<file path="src/hdl/xrgf_pkg.sv">
`timescale 1ns / 1ps
// ----------------------------------------------------------------------------
// xrgf_pkg: shared types and constants of the random grid fill
// Field widths of the channels, register indexes and generator constants.
// ----------------------------------------------------------------------------
package xrgf_pkg;

  localparam int unsigned SpeciesW = 8;
  localparam int unsigned IndexW   = 24;
  localparam int unsigned CountW   = 8;
  localparam int unsigned EdgeW    = 9;
  localparam int unsigned EdgeSqW  = 17;
  localparam int unsigned StateW   = 32;
  localparam int unsigned DensityW = 33;
  localparam int unsigned CfgIdxW  = 2;
  localparam int unsigned CfgDataW = 33;

  typedef logic [SpeciesW-1:0] species_t;
  typedef logic [IndexW-1:0]   index_t;
  typedef logic [StateW-1:0]   rng_state_t;
  typedef logic [DensityW-1:0] density_t;

  typedef enum logic [CfgIdxW-1:0] {
    CFG_SEED_VALUE       = 2'd0,
    CFG_DENSITY_FRACTION = 2'd1,
    CFG_GRID_SIZE        = 2'd2
  } cfg_idx_e;

  localparam rng_state_t SeedOffset = 32'd987654321;
  localparam rng_state_t DrawFlip   = 32'h8000_0000;

endpackage

</file>
<file path="src/hdl/xrgf_draw.sv">
`timescale 1ns / 1ps
// ----------------------------------------------------------------------------
// xrgf_draw: xorshift draws and species pick for one cell
// Runs the alive draw, and for an alive cell the species draw, and returns
// the generator state left behind.
// ----------------------------------------------------------------------------
module xrgf_draw
  import xrgf_pkg::*;
#(
  parameter int unsigned NUM_SPECIES = 4
) (
  input  rng_state_t state_i,
  input  density_t   density_i,
  output rng_state_t state_o,
  output species_t   species_o
);

  localparam int unsigned ProdW = StateW + SpeciesW;
  localparam species_t    NumSp = SpeciesW'(NUM_SPECIES);

  function automatic rng_state_t xs32(input rng_state_t a);
    rng_state_t s;
    s = a ^ (a << 13);
    s = s ^ (s >> 17);
    s = s ^ (s << 5);
    return s;
  endfunction

  rng_state_t          s1;
  rng_state_t          s2;
  rng_state_t          u1;
  rng_state_t          u2;
  logic                alive;
  logic [ProdW-1:0]    prod;
  logic [SpeciesW:0]   pick;

  always_comb begin
    s1    = xs32(state_i);
    u1    = (state_i + s1) ^ DrawFlip;
    alive = {1'b0, u1} < density_i;
    s2    = xs32(s1);
    u2    = (s1 + s2) ^ DrawFlip;
    prod  = {{SpeciesW{1'b0}}, u2} * {{StateW{1'b0}}, NumSp};
    pick  = {1'b0, prod[ProdW-1:StateW]} + {{SpeciesW{1'b0}}, 1'b1};
    if (!alive) begin
      state_o   = s1;
      species_o = '0;
    end else begin
      state_o   = s2;
      // clamp to the top label
      species_o = (pick > {1'b0, NumSp}) ? NumSp : pick[SpeciesW-1:0];
    end
  end

endmodule

</file>
<file path="config.mk">
export PLATFORM = sky130hd
export DESIGN_NAME = xrgf_draw
export DESIGN_NICKNAME = d
export VERILOG_FILES = /design/src/hdl/xrgf_pkg.sv /design/src/hdl/xrgf_draw.sv
export SDC_FILE = /design/constraint.sdc
export NUM_CORES = 1
export LEC_CHECK = 0
export ABC_CLOCK_PERIOD_IN_PS = 6500
export BUFFER_PORTS_ARGS = -buffer_cell sky130_fd_sc_hd__buf_4
export CAP_MARGIN = 40
export CORE_ASPECT_RATIO = 1.75
export CORE_MARGIN = 1.5
export CORE_UTILIZATION = 30
export DETAILED_ROUTE_END_ITERATION = 16
export GPL_TIMING_DRIVEN = 1
export MAX_ROUTING_LAYER = met4
export SLEW_MARGIN = 40
export SYNTH_ARGS = -nofsm -noshare
export SYNTH_HDL_FRONTEND = slang
export SYNTH_SLANG_ARGS = --single-unit
</file>
<file path="constraint.sdc">
create_clock -name vclk -period 6.5
set_input_delay 0.325 -clock vclk [all_inputs]
set_output_delay 0.325 -clock vclk [all_outputs]
set_load 0.05 [all_outputs]
</file>
# Yosys cells after proc, flatten, opt, wreduce, memory -nomap -nowiden
# Index checks and enable logic that the tools add are counted.
[totals] in_bits=65 output_inout_bits=40 regBits=0
[op_classes] add_sub_neg=3 bitwise_logic=8 muxes=3 order_cmp=2
[ops] op="32-bit XOR" count=4
[ops] op="32-bit adder" count=2
[ops] op="32-bit by 15-bit XOR with 32-bit output" count=2
[ops] op="32-bit by 33-bit less-than comparator with 1-bit output" count=1
[ops] op="32-bit two-way mux" count=1
[ops] op="8-bit two-way mux" count=2
[ops] op="9-bit by 3-bit greater-than comparator with 1-bit output, second input constant" count=1
[ops] op="2-bit by 1-bit adder with 3-bit output, second input constant" count=1
[ops] op="1-bit inverter" count=2

# Logic depth before layout (Yosys ltp)
# Gate-level depths: netlist of the first run.
[logic_depth] ltp_word=12 depth_mapped=25 ltp_nobuf=23

# Worst setup path before layout of the first run
# No wires, ideal clock.
[synth_path] kind="input port to output port" startpoint="in state_i[17]" endpoint="out state_o[0]" n_path_buf=2 t_arrival_ns=6.310 stages=25 slack_ns=-0.135 path_cell_list="xnor2_1 > ha_1 > buf_2 > xnor2_1 > xor2_1 > inv_1 > ha_1 > a21o_1 > a21oi_1 > o21ai_0 > a21oi_1 > a21oi_1 > o31ai_1 > o21bai_1 > xor2_1 > ha_1 > a21o_1 > a21o_1 > a21o_1 > a21o_1 > a21oi_1 > o22ai_1 > nor2_1 > buf_2 > mux2i_1"
[synth_between] elab_chain_len=7
[synth_rtl] item="from (decl)" line="xrgf_draw.sv:12" source="input rng_state_t state_i,"
[synth_rtl] item="32-bit XOR" line="xrgf_draw.sv:23" source="s = a ^ (a << 13);"
[synth_rtl] item="32-bit by 15-bit XOR with 32-bit output" line="xrgf_draw.sv:24" source="s = s ^ (s >> 17);"
[synth_rtl] item="32-bit XOR" line="xrgf_draw.sv:25" source="s = s ^ (s << 5);"
[synth_rtl] item="32-bit adder / 32-bit XOR (equally long branches)" line="xrgf_draw.sv:39, xrgf_draw.sv:23"
[synth_rtl] item="1-bit inverter (no line) / 32-bit by 15-bit XOR with 32-bit output (equally long branches)"
[synth_rtl] item="32-bit by 33-bit less-than comparator with 1-bit output / 32-bit XOR (equally long branches)" line="xrgf_draw.sv:40, xrgf_draw.sv:25"
[synth_rtl] item="32-bit two-way mux (*)" line="xrgf_draw.sv:45" source="if (!alive) begin"
[synth_rtl] item="to (decl)" line="xrgf_draw.sv:14" source="output rng_state_t state_o,"
# Mark *: on every way between the ends. The rest lies on a longest branch, timed or not.

# Worst setup path after layout of the first run
[layout_path] startpoint="in state_i[18]" endpoint="out state_o[14]"
# Same word-level chain as after synthesis.

==> impl_metrics.ini, run 1 <==
[global_route]
grt_pass1_vias = 5087
grt_max_degree = 29
top_usage_layer = met2
grt_use_met1_pct = 22.15
antenna_found_initial = 0
grt-ovfl-total = 0
grt_use_total_pct = 20.37
grt_use_met2_pct = 37.22
gr-usage-met3_pct = 1.148
grt_pass1_wl_mm = 27.43

[finish]
seq_cell_count = 0
fin_nets = 915
drive_above_1_share_pct = 22.12
diodes = 0
regArea_sq_um = 0
stdcell_count = 982
final_core_util_pct = 37.55
areaGrowthSynthToFinish_pct = 23.13
n_clock_buffer = 0

[synth]
postSynthCellCount = 645
synth_cell_types = 59
synth_top_area_share_pct = 22.62
synth.area.top_cells = ha_1 (23%), xnor2_1 (18%), xor2_1 (7.7%)
yosysSeqAreaShare_pct = 0
syn_area_per_cell_sq_um = 7.977
netlist_area_sq_mm = 0.005145
synth_warnings = 0
synth_top_cell_by_area = ha_1

[critical_path]
cp.arrival_ns = 5.89
startpoint_type = primary input
worstSetupEndpointType = output port
cp.required_ns = 6.17
critical_path_class = in2out
path_max_fanout = 5

[sta]
worst_slew_pin_slew_ns = 0.7353
tns_ns = 0
slew_violations = 0
fin_crit_sh_pct = 95.68
fin_ws_ns = 0.2809
whs_ns = 1.344
max_slew_margin_pct = 50.63
fmax_ghz = 0.1608
setup_viol = 0
hold_violations = 0
finalCriticalPeriod_ns = 6.219

[route]
via_count = 4944
vias_per_cell = 5.035
first_pass_iters = 4
drt_iter0_markers = 181
wl_mm = 17.96
drc = 0
wire_per_inst_microns = 18.29
final_antenna_net_count = 0

[power_and_ir_drop]
ir_drop_v = 0.0007483
pwr_density_cell_mw_per_mm2 = 554.2
p_int_w = 0.001346
p_leak_nw = 3.209
pwr-share-seq_pct = 0
p_comb_share_pct = 100.0
clkPwrFrac_pct = 0
p_sw_share_pct = 61.66
p_sw_w = 0.002165

[placed_design]
placed_cells_incl_taps = 982
dp_hpwl_mm = 15.86
pre_cts_ws_ns = 0.2701
place.gp.congestion = 0.9575
portBuffers = 100

[worst_hold_path]
hold_path_class = in2out

[run]
drv_cap = 0

[clock_tree]
cts_hold_buf = 0

[floorplanning]
die_h_microns = 176.2
boundaryPins = 105
dieArea_sq_mm = 0.01798
die_x_microns = 102.0
start_util_pct = 30.50
core_sq_mm = 0.01687
placementRows = 63

[outcome]
outcome = complete, no violations
==> critical path: stages <==
cell       delay (ns)
buf_4            0.17
xor2_1           0.20
inv_1            0.12
ha_1             0.32
xor2_1           0.16
xnor2_1          0.23
inv_1            0.16
ha_1             0.35
a21oi_1          0.29
nand2_1          0.08
o2111ai_1        0.29
buf_4            0.19
a21oi_1          0.07
o21ai_0          0.27
o311ai_0         0.15
ha_1             0.34
nand3_1          0.09
nor3_1           0.47
a2111oi_1        0.18
nor4_1           0.59
or2_2            0.29
mux2_2           0.36
buf_4            0.19
==> cells by family after synthesis <==
group,share of synthesized area [%]
xor+xnor,32.56
compound gates,19.31
simple gates,10.68
fa+ha+maj,22.62
buf+inv,7.077
mux,7.685
other cells,0.07289
==> synthesized netlist by cell type, types with 2 or more instances <==
cell and number:
a2111oi_0 3, a211o_1 2, a211oi_1 4, a21boi_0 2, a21o_1 34, a21oi_1 44, a31oi_1 6, and2_1 4
and3_1 3, buf_2 6, buf_4 5, clkbuf_1 9, ha_1 93, inv_1 69, mux2_2 24, mux2i_1 11
nand2_1 21, nand2b_1 4, nand3_1 10, nand4_1 12, nor2_1 21, nor2b_1 5, nor3_1 12, nor4_1 2
o2111ai_1 2, o211ai_1 4, o21a_1 3, o21ai_0 20, o21bai_1 7, o22ai_1 2, o31ai_1 3, o32ai_1 2
or2_2 3, or3_1 4, or4_1 3, xnor2_1 107, xnor2_2 4, xnor3_1 6, xor2_1 45, xor3_1 5
==> area by class of cell <==
cell class / count / area (sq um)
Fill cell: 1888 / 10530
Multi-Input combinational cell: 559 / 4830
Timing Repair Buffer: 126 / 958.4
Tap cell: 227 / 284.0
Inverter: 70 / 262.8
==> power by group through the flow <==
stage | Clock, W | Sequential [W] | Combinational [W]
after floorplan | 0 | 0 | 0.00258
after global placement | 0 | 0 | 0.00350
after detailed placement | 0 | 0 | 0.00349
after CTS | 0 | 0 | 0.00351
after global routing | 0 | 0 | 0.00380
final | 0 | 0 | 0.00351
==> worst paths after layout <==
path | slack, ns | start | endpoint | cells past startpoint
min | 1.34 | state_i[28] | state_o[28] | 4
max | 0.28 | state_i[18] | state_o[14] | 23
==> placed cells by master (no fill, tap or decap), types with 3 or more instances in the layout <==
cell      instances
buf_4           125
xnor2_1         104
ha_1             93
inv_1            69
xor2_1           45
a21oi_1          44
a21o_1           34
mux2_2           24
nand2_1          21
nor2_1           20
o21ai_0          20
nor3_1           12
nand4_1          12
mux2i_1          11
nand3_1          10
xnor2_2           7
o21bai_1          7
xnor3_1           6
a31oi_1           6
xor3_1            5
nor2b_1           5
conb_1            5
o211ai_1          4
nand2b_1          4
a211oi_1          4
or3_1             4
and2_1            4
or4_1             3
o21a_1            3
and3_1            3
o31ai_1           3
or2_2             3
==> per-layer routing <==
metal  routed length [microns]  share of wire (%)  vias up
li1                          -                  -     2495
met1                      6750                 38     2252
met2                      9519                 53      152
met3                       685                3.8       45
met4                      1001                5.6        0
met5                         0                  0        -
==> stage by stage <==
step | instance area, sq um | total power [W]
after floorplan | 5160 | 0.002579
after global placement | 6304 | 0.003503
after detailed placement | 6304 | 0.003491
after CTS | 6304 | 0.003513
after global routing | 6335 | 0.003797
final | 6335 | 0.003511
==> repair_timing <==
action / CTS / global route
resized for setup: 0 / 5
buffers inserted: 0 / 0
setup endpoints to repair: 0 / 35
No activity file was read; power rests on OpenSTA's default activity.
==> run 2, diff against run 1 <==
--- a/config.mk
+++ b/config.mk
@@ -6,15 +6,16 @@
 export NUM_CORES = 1
 export LEC_CHECK = 0
 export ABC_CLOCK_PERIOD_IN_PS = 6500
-export BUFFER_PORTS_ARGS = -buffer_cell sky130_fd_sc_hd__buf_4
 export CAP_MARGIN = 40
 export CORE_ASPECT_RATIO = 1.75
 export CORE_MARGIN = 1.5
 export CORE_UTILIZATION = 30
 export DETAILED_ROUTE_END_ITERATION = 16
+export DONT_BUFFER_PORTS = 1
 export GPL_TIMING_DRIVEN = 1
 export MAX_ROUTING_LAYER = met4
 export SLEW_MARGIN = 40
 export SYNTH_ARGS = -nofsm -noshare
 export SYNTH_HDL_FRONTEND = slang
 export SYNTH_SLANG_ARGS = --single-unit
+export TNS_END_PERCENT = 100
==> impl_metrics.ini, run 2 (synthesis results as in run 1) <==
[floorplanning]
die_x_microns = 102.0
boundaryPins = 105
placementRows = 63
dieArea_sq_mm = 0.01798
die_h_microns = 176.2
core_sq_mm = 0.01687
start_util_pct = 30.50

[sta]
tns_ns = 0
fmax_ghz = 0.1629
max_slew_margin_pct = 50.05
finalCriticalPeriod_ns = 6.137
whs_ns = 1.141
hold_violations = 0
setup_viol = 0
worst_slew_pin_slew_ns = 0.7439
rsz0062_at_grt = no
fin_ws_ns = 0.3631
fin_crit_sh_pct = 94.41
slew_violations = 0

[power_and_ir_drop]
p_leak_nw = 2.744
pwr_density_cell_mw_per_mm2 = 584.7
ir_drop_v = 0.0006903
p_int_w = 0.001173
p_sw_share_pct = 64.40
p_sw_w = 0.002121
clkPwrFrac_pct = 0
p_comb_share_pct = 100.0
pwr-share-seq_pct = 0

[finish]
diodes = 0
final_core_util_pct = 33.39
n_clock_buffer = 0
mostFrequentLayoutCells = xnor2_1 (107), ha_1 (93), inv_1 (69), xor2_1 (45), a21oi_1 (44)
final_common_cell = xnor2_1
regArea_sq_um = 0
seq_cell_count = 0
areaGrowthSynthToFinish_pct = 9.484
fin_nets = 820
drive_above_1_share_pct = 10.76

[placed_design]
place.gp.congestion = 0.9732
portBuffers = 0
pre_cts_ws_ns = 0.01459
dp_hpwl_mm = 15.87

[critical_path]
crit_chain = xnor2_1, xnor2_1, xor2_1, inv_1, ha_1, nand2_1, o21ai_0, or4_1, a21oi_1, a21oi_1, o21bai_1, nand2_1, xnor2_1, ha_1, a21o_1, a21o_1, a21oi_1, o21ai_0, a2111oi_2, nor4_2, nor2_2, buf_12, mux2_2
max_stage_delay_ns = 0.48
path_max_fanout = 28
cp.arrival_ns = 5.81
startpoint_type = primary input
critical_path_class = in2out
cp.required_ns = 6.17
slowest_stage = mux2_2
worstSetupEndpointType = output port

[run]
drv_cap = 0

[global_route]
grt_pass1_vias = 4807
grt_pass1_wl_mm = 26.33
antenna_found_initial = 0
grt_use_total_pct = 19.96
grt-ovfl-total = 0
grt_max_degree = 29

[worst_hold_path]
hold_path_class = in2out

[route]
final_antenna_net_count = 0
via_count = 4684
first_pass_iters = 5
drc = 0
wire_per_inst_microns = 20.01
drt_iter0_markers = 180
wl_mm = 17.75
vias_per_cell = 5.281

[outcome]
outcome = complete, no violations

[clock_tree]
cts_setup_buffers = 0
-- run 2: changes by cell type in the layout (fill, tap and decap cells not counted), moves of 2 or more --
cell     before  now
xnor2_2       7    4
xnor2_1     104  107
buf_12        1    3
buf_4       125   28
-- run 2: per-stage QoR --
stage | power (W) | instance area [sq um] | instances
2_1_floorplan | 0.002579 | 5160 | 649
3_3_place_gp | 0.003274 | 5615 | 887
3_5_place_dp | 0.003274 | 5615 | 887
4_1_cts | 0.003292 | 5617 | 887
5_1_grt | 0.003556 | 5633 | 887
6_report | 0.003294 | 5633 | 887
-- run 2: worst paths after layout --
kind / from / cells after the start / endpoint / slack [ns]
setup / recovery: state_i[28] / 23 / state_o[5] / 0.36
hold / removal: state_i[28] / 2 / state_o[28] / 1.14
-- run 2: per-layer routing --
layer  up-vias  part of all wire, %  wire length [microns]  track usage, %
li1       2307                    -                      -               -
met5         -                    0                      0               -
met2       157                   53                   9323           36.04
met4         0                  7.4                   1313           12.04
met1      2151                   35                   6285           20.31
met3        69                  4.7                    826           1.781
-- run 2: timing repair --
action	CTS	global route
hold buffers	0	0
setup endpoints to repair	21	31
resized for setup	1	2
endpoints found under the hold margin	0	0
-- run 2: layout make-up --
| type | instances | area, sq um |
|---|---|---|
| Fill cell | 1844 | 11240 |
| Inverter | 70 | 262.8 |
| Multi-Input combinational cell | 559 | 4816 |
| Tap cell | 227 | 284.0 |
| Timing Repair Buffer | 31 | 270.3 |
-- run 2: power groups by stage --
stage               sequential, W  clock (W)  combinational (W)
global route                    0          0            0.00356
detailed placement              0          0            0.00327
finish                          0          0            0.00329
CTS                             0          0            0.00329
global placement                0          0            0.00327
floorplan                       0          0            0.00258
-- run 2: worst max-delay path, delay by kind of cell --
family | cells | cell delay [ns]
AO/OA/AOI/OAI | 9 | 1.75
XOR/XNOR | 4 | 1.15
adder cells (fa/ha/maj) | 2 | 0.71
buffers and inverters | 2 | 0.41
multiplexers | 1 | 0.48
AND/OR/NAND/NOR | 5 | 0.95
==> run 3, diff against run 2 <==
==> constraint.sdc (replaced) <==
create_clock -name vclk -period 6.5
set_input_delay 1.3 -clock vclk [all_inputs]
set_output_delay 1.3 -clock vclk [all_outputs]
set_load 0.05 [all_outputs]
==> impl_metrics.ini, run 3 (synthesis results as in run 1) <==
[floorplanning]
placementRows = 63
dieArea_sq_mm = 0.01798
core_sq_mm = 0.01687
boundaryPins = 105
start_util_pct = 30.50
die_h_microns = 176.2
die_x_microns = 102.0

[global_route]
antenna_found_initial = 0
grt_pass1_wl_mm = 30.93
grt-ovfl-total = 0
grt_pass1_vias = 5939
grt_use_total_pct = 23.37
grt_max_degree = 10

[critical_path]
critical_path_class = in2out
startpoint_type = primary input
cp.required_ns = 5.20
worstSetupEndpointType = output port
cp.arrival_ns = 5.90
path_max_fanout = 6

[route]
drt_iter0_markers = 182
final_antenna_net_count = 0
vias_per_cell = 5.145
drc = 0
wire_per_inst_microns = 18.96
first_pass_iters = 5
via_count = 5562
wl_mm = 20.50

[finish]
drive_above_1_share_pct = 41.10
areaGrowthSynthToFinish_pct = 57.56
stdcell_count = 1081
multiInputGateArea_sq_mm = 0.005654
regArea_sq_um = 0
seq_cell_count = 0
final_area_sq_mm = 0.008107
mostFrequentLayoutCells = buf_4 (207), xnor2_1 (87), ha_1 (82), inv_1 (64), xor2_1 (35)
n_clock_buffer = 0
diodes = 0
fin_nets = 1014
num-fill-cells = 1631
final_common_cell = buf_4

[placed_design]
place.gp.congestion = 0.9775
dp_hpwl_mm = 17.80
placed_cells_incl_taps = 1057
place_area_sq_mm = 0.007532
portBuffers = 0

[sta]
tns_ns = -22.11
finalCriticalPeriod_ns = 7.196
hold_violations = 0
worst_slew_pin_slew_ns = 0.7910
fin_crit_sh_pct = 110.7
fmax_ghz = 0.1390
slew_violations = 0
rsz0062_at_grt = yes
max_slew_margin_pct = 46.89
setup_viol = 35
fin_ws_ns = -0.6955

[outcome]
violations = negative setup slack
outcome = complete, but fails checks

[power_and_ir_drop]
pwr_density_cell_mw_per_mm2 = 569.2
ir_drop_v = 0.0002755
p_leak_nw = 4.016

[clock_tree]
cts_hold_buf = 0

[worst_hold_path]
whs_endpoint = state_o[28]
min_from = state_i[28]
hold_depth = 2
hold_path_class = in2out

[run]
drv_cap = 0
-- run 3: per-stage QoR --
| stage | hold WS, ns | util, % | total power [W] | setup slack [ns] |
|---|---|---|---|---|
| 3_3_place_gp | 3.040 | 44.65 | 0.004295 | -0.8662 |
| 3_5_place_dp | 3.030 | 44.65 | 0.004319 | -0.8698 |
| 4_1_cts | 3.033 | 46.85 | 0.004563 | -0.7139 |
| 5_1_grt | 3.054 | 48.06 | 0.004913 | -0.9067 |
| 2_1_floorplan | 2.959 | - | 0.002828 | -0.7037 |
| 6_report | 3.027 | 48.06 | 0.004614 | -0.6955 |
-- run 3: final cells by class --
cell class	count	share of cell area, %
inverter	70	3.257
timing repair buffer	225	23.49
multi-input combinational	559	69.75
tap	227	3.504
-- run 3: power breakdown --
| group | total, W | internal, W | switching (W) |
|---|---|---|---|
| Clock | 0 | 0 | 0 |
| Sequential | 0 | 0 | 0 |
| Combinational | 0.00461 | 0.00213 | 0.00249 |
| Total | 0.00461 | 0.00213 | 0.00249 |
-- run 3: how the worst max path moves through the flow --
stage                 from           to  depth (start not counted)
4_1_cts        state_i[17]  state_o[29]                         27
6_report       state_i[17]   state_o[3]                         27
2_1_floorplan   state_i[4]   state_o[0]                         25
5_1_grt        state_i[17]   state_o[3]                         27
3_3_place_gp    state_i[4]  state_o[12]                         24
3_5_place_dp    state_i[4]   state_o[9]                         25
-- run 3: critical path, cell delays in order --
cell and delay (ns):
xnor2_4 0.19, ha_4 0.25, xnor2_4 0.17, xor2_2 0.18, inv_2 0.08, ha_4 0.25
a21o_1 0.18, a21oi_4 0.17, o21ai_2 0.08, a21oi_2 0.17, a21oi_2 0.11, buf_4 0.17
o31ai_4 0.23, o21bai_1 0.13, xor2_1 0.16, ha_1 0.30, a21o_1 0.16, a21o_1 0.17
a21o_1 0.17, a21o_1 0.18, a21oi_2 0.17, o22ai_4 0.10, nor2_4 0.10, buf_6 0.15
buf_12 0.15, mux2i_4 0.26, buf_12 0.16
-- run 3: what timing repair did --
action / in CTS / in global routing
pin swaps: 15 / 18
gates cloned: 2 / 0
buffers inserted: 17 / 9
resized for setup: 39 / 29
setup endpoints to repair: 35 / 35
-- run 3: metal layers --
metal,up-vias,global-route usage [%],part of all wire (%)
li1,2692,-,-
met1,2611,21.00,32
met2,178,44.84,55
met3,81,3.048,5.1
met4,0,13.87,7.4
met5,-,-,0
